--- src/rtl/core/assert_macros.svh ---
// assertion macros shared by the rtl files
// no dependencies; each use expects clk_i and rst_ni in scope
`ifndef ASSERT_MACROS_SVH
`define ASSERT_MACROS_SVH

// property checked on every rising clock edge outside reset
`define SXF_ASSERT(lbl, prop, msg) \
  lbl: assert property (@(posedge clk_i) disable iff (!rst_ni) (prop)) else $error(msg);

// condition that must never be seen outside reset
`define SXF_ASSERT_NEVER(lbl, cond, msg) \
  `SXF_ASSERT(lbl, !(cond), msg)

`endif

--- src/rtl/core/sxf_pkg.sv ---
// types, constants and the coordinate wrap table function for the sprite xor framebuffer
// no dependencies
package sxf_pkg;

  localparam int unsigned ScreenWidthDef   = 64;
  localparam int unsigned ScreenHeightDef  = 32;
  localparam int unsigned MaxSpriteRowsDef = 15;
  localparam int unsigned RowBits          = 64;

  typedef enum logic [1:0] {
    CMD_CLEAR = 2'd0,
    CMD_DRAW  = 2'd1,
    CMD_READ  = 2'd2
  } cmd_e;

  typedef struct packed {
    cmd_e       cmd;
    logic [7:0] pos_x;
    logic [7:0] pos_y;
    logic [7:0] sprite_byte;
    logic       last_byte;
  } sxf_in_t;

  typedef struct packed {
    logic               collision;
    logic               sprite_done;
    logic [RowBits-1:0] row_pixels;
  } sxf_out_t;

  // remainder of every 8-bit coordinate by a fixed modulus
  typedef logic [255:0][7:0] wrap_tab_t;

  function automatic wrap_tab_t build_wrap_table(int unsigned modulus);
    wrap_tab_t  tab;
    logic [7:0] r;
    r = '0;
    for (int i = 0; i < 256; i++) begin
      tab[i] = r;
      if (32'(r) + 32'd1 == modulus) begin
        r = '0;
      end else begin
        r = r + 8'd1;
      end
    end
    return tab;
  endfunction

endpackage

--- src/rtl/core/sxf_draw.sv ---
// one row of sprite drawing: place the byte, clip it, xor it and flag a hit
// depends on sxf_pkg
module sxf_draw
  import sxf_pkg::*;
#(
  parameter int unsigned SCREEN_WIDTH = ScreenWidthDef
) (
  input  logic [RowBits-1:0]              row_i,
  input  logic [7:0]                      sprite_byte_i,
  input  logic [$clog2(SCREEN_WIDTH)-1:0] x0_i,
  output logic [RowBits-1:0]              row_o,
  output logic                            hit_o
);

  // visible columns sit at the top of the row word
  localparam logic [RowBits-1:0] VisMask =
    (SCREEN_WIDTH >= RowBits) ? {RowBits{1'b1}} : ~({RowBits{1'b1}} >> SCREEN_WIDTH);

  logic [RowBits-1:0] spr;

  always_comb begin
    spr   = ({sprite_byte_i, {(RowBits-8){1'b0}}} >> x0_i) & VisMask;
    hit_o = |(row_i & spr);
    row_o = row_i ^ spr;
  end

endmodule

--- config.mk ---
export PLATFORM = sky130hd
export DESIGN_NAME = sxf_draw
export DESIGN_NICKNAME = d
export VERILOG_FILES = /design/src/rtl/core/assert_macros.svh /design/src/rtl/core/sxf_pkg.sv /design/src/rtl/core/sxf_draw.sv
export SDC_FILE = /design/constraint.sdc
export NUM_CORES = 1
export LEC_CHECK = 0
export BUFFER_PORTS_ARGS = -buffer_cell sky130_fd_sc_hd__buf_2
export CAP_MARGIN = 5
export CORE_AREA = 5 5 74 76
export DETAILED_ROUTE_END_ITERATION = 10
export DIE_AREA = 0 0 79 81
export PLACE_DENSITY = 0.83
export SKIP_LAST_GASP = 1
export SLEW_MARGIN = 20
export SYNTH_ARGS = -nofsm -noshare
export SYNTH_HDL_FRONTEND = slang
export SYNTH_SLANG_ARGS = --single-unit
--- constraint.sdc ---
create_clock -name vclk -period 4.47
set_input_delay 0.6705 -clock vclk [all_inputs]
set_output_delay 0.6705 -clock vclk [all_outputs]
set_load 0.03 [all_outputs]
==> results.txt <==
Metal2 WL - 3920 um
Place WS - 0.136 ns
Status - finished clean
Power Dens Cells - 136 nW/um2
Top Layer Used - met4
Worst setup SP type - input pin
GP Congestion - 0.939
Tot GR Track Use - 0.233
Max-cap violations - 0
Layout fillers - 436
# IOs - 143
Core footprint - 4660 um2
Yosys cell types - 40
Part of the Yosys area used for sequential elements - 0
Via-to-Cell Ratio - 5.91
Iteration-0 DRC Markers - 251
Fmax - 237 MHz
Post-synthesis adder-cell area fraction - 0.404
Max-slew violations - 0
Hold Path Class - input pin to output port
Layout cells sized above 1 - 0.480
Antenna diodes - 0
VDD IR max - 0.0715 mV
Congestion Overflow GR - 0
RSZ-0062 raised after global routing - false
Synth top area share - 0.404
Largest family of logic cells by synthesized area - adder cells
Metal3 WL - 685 um
Synth-to-Final Area Change - 36.2%
Post-cts hold buffer count - 0
Synthesized cell area - 1980 um2
Antenna violations before repair - 0
CP arrival - 3.55 ns
Sequential cell area - 0 um2
DIE AREA - 6400 um2
Cell Rows - 25
Die span in y - 81 um
Worst-margin pin slew - 0.519 ns
# DRC - 0
Global-route wire length before repair - 12,100 um
Crit path capture type - output port
Setup Viol. Count Final - 0
# port buffers - 143
Synth Area in Simple Gates - 0.223
Starting density of the core - 0.426
DRT Wirelength - 7690 um
Worst Path Required - 3.80 ns
Die Width - 79 um
Hpwl dp - 6730 um
Synth warn - 0
Multi-input logic area - 1840 um2
Mapped Nets - 373
Largest net degree at the start of global routing - 21
Top cells by area, synth - ha_1 (40%), nor2_1 (6.8%), o22ai_1 (6.3%)
Synth Area in Compound Gates - 0.132
P_leak - 1.51 nW
Most frequent cells in the layout - buf_2 (143), ha_1 (64), nor2_1 (36), o22ai_1 (20), nor4_1 (16)
Detailed-router iteration count before antenna repair - 5
Mapped Avg Cell Area - 8.59 um2
Worst slew margin - 0.650
Area leader, netlist - ha_1
Vias in the first global route - 2,459
Commonest non-fill, non-tap cell in the layout - buf_2
Crit Path Max Fanout - 16
Post-route ant nets - 0
Setup TNS - 0 ns
Final hold vios - 0
Critical path class - input pin to output port
Via count - 2,487
Routed wire per std cell - 18.3 um
Final Net Count - 511
Final Cycle Share - 0.945
Cell count after synthesis - 231
Multiplexer share of the synthesized area - 0.166
Synth Area in XOR/XNOR - 0
Metal-1 WL - 2960 um
Minimum clock period - 4.22 ns
Setup ws final - 0.247 ns
Num sequential - 0
CLK BUF - 0
==> final timing paths <==
check / startpoint / endpoint / slack (ns) / cells past startpoint
setup / recovery: x0_i[0] / hit_o / 0.25 / 10
hold / removal: row_i[49] / row_o[49] / 1.71 / 3
==> layout make-up <==
cell class	instances	area share
inverter	1	0.00139
multi-input combinational	213	0.681
tap	54	0.0250
timing repair buffer	153	0.293
==> kinds of logic after synthesis <==
| kind of cell | count (synthesis) |
|---|---|
| simple gates | 86 |
| fa+ha+maj | 64 |
| compound gates | 42 |
| mux | 21 |
| buf+inv | 18 |
==> cell usage after synthesis, types with 4 or more instances <==
cell type and instances:
o22ai_1 20, nor4_1 16, mux4_2 4, nand4_1 5, nand2b_1 5, nand2_1 6, clkbuf_1 8, o21ai_0 4
a21oi_1 11, mux2i_1 4, mux2_2 6, ha_1 64, clkbuf_8 4, nor2_1 36
==> worst max-delay path, cell delays in order <==
cell	delay, ns
buf_2	0.33
mux4_2	0.61
nand2_1	0.18
mux2_2	0.24
nor2_1	0.06
ha_1	0.17
nor4_1	0.43
nand4_1	0.14
or4_1	0.52
buf_2	0.21
==> routing by layer <==
| layer | global-route usage | vias to the layer above |
|---|---|---|
| met2 | 0.431 | 141 |
| met3 | 0.0277 | 12 |
| met4 | 0.0412 | 0 |
| met5 | 0 | - |
| li1 | - | 1175 |
| met1 | 0.293 | 1159 |
==> stage by stage <==
stage	utilization	total power, mW	area, um2	hold WS (ns)	cells
finish	0.580	0.367	2700	1.71	421
global route	0.580	0.397	2700	1.73	421
CTS	0.579	0.367	2700	1.71	421
detailed placement	0.579	0.365	2700	1.71	421
global placement	0.579	0.361	2700	1.71	421
floorplan	-	0.267	1980	1.61	231
==> where the power goes <==
| group | internal (mW) | switching (mW) | total, mW |
|---|---|---|---|
| logic | 0.129 | 0.239 | 0.367 |
| clock network | 0 | 0 | 0 |
| registers | 0 | 0 | 0 |
| total | 0.129 | 0.239 | 0.367 |
==> what timing repair did <==
| item | in CTS | in global routing |
|---|---|---|
| resized for setup | 0 | 1 |
| endpoints found under the setup margin | 0 | 1 |
| setup buffers | 0 | 0 |
(Power assumes the default switching activity.)
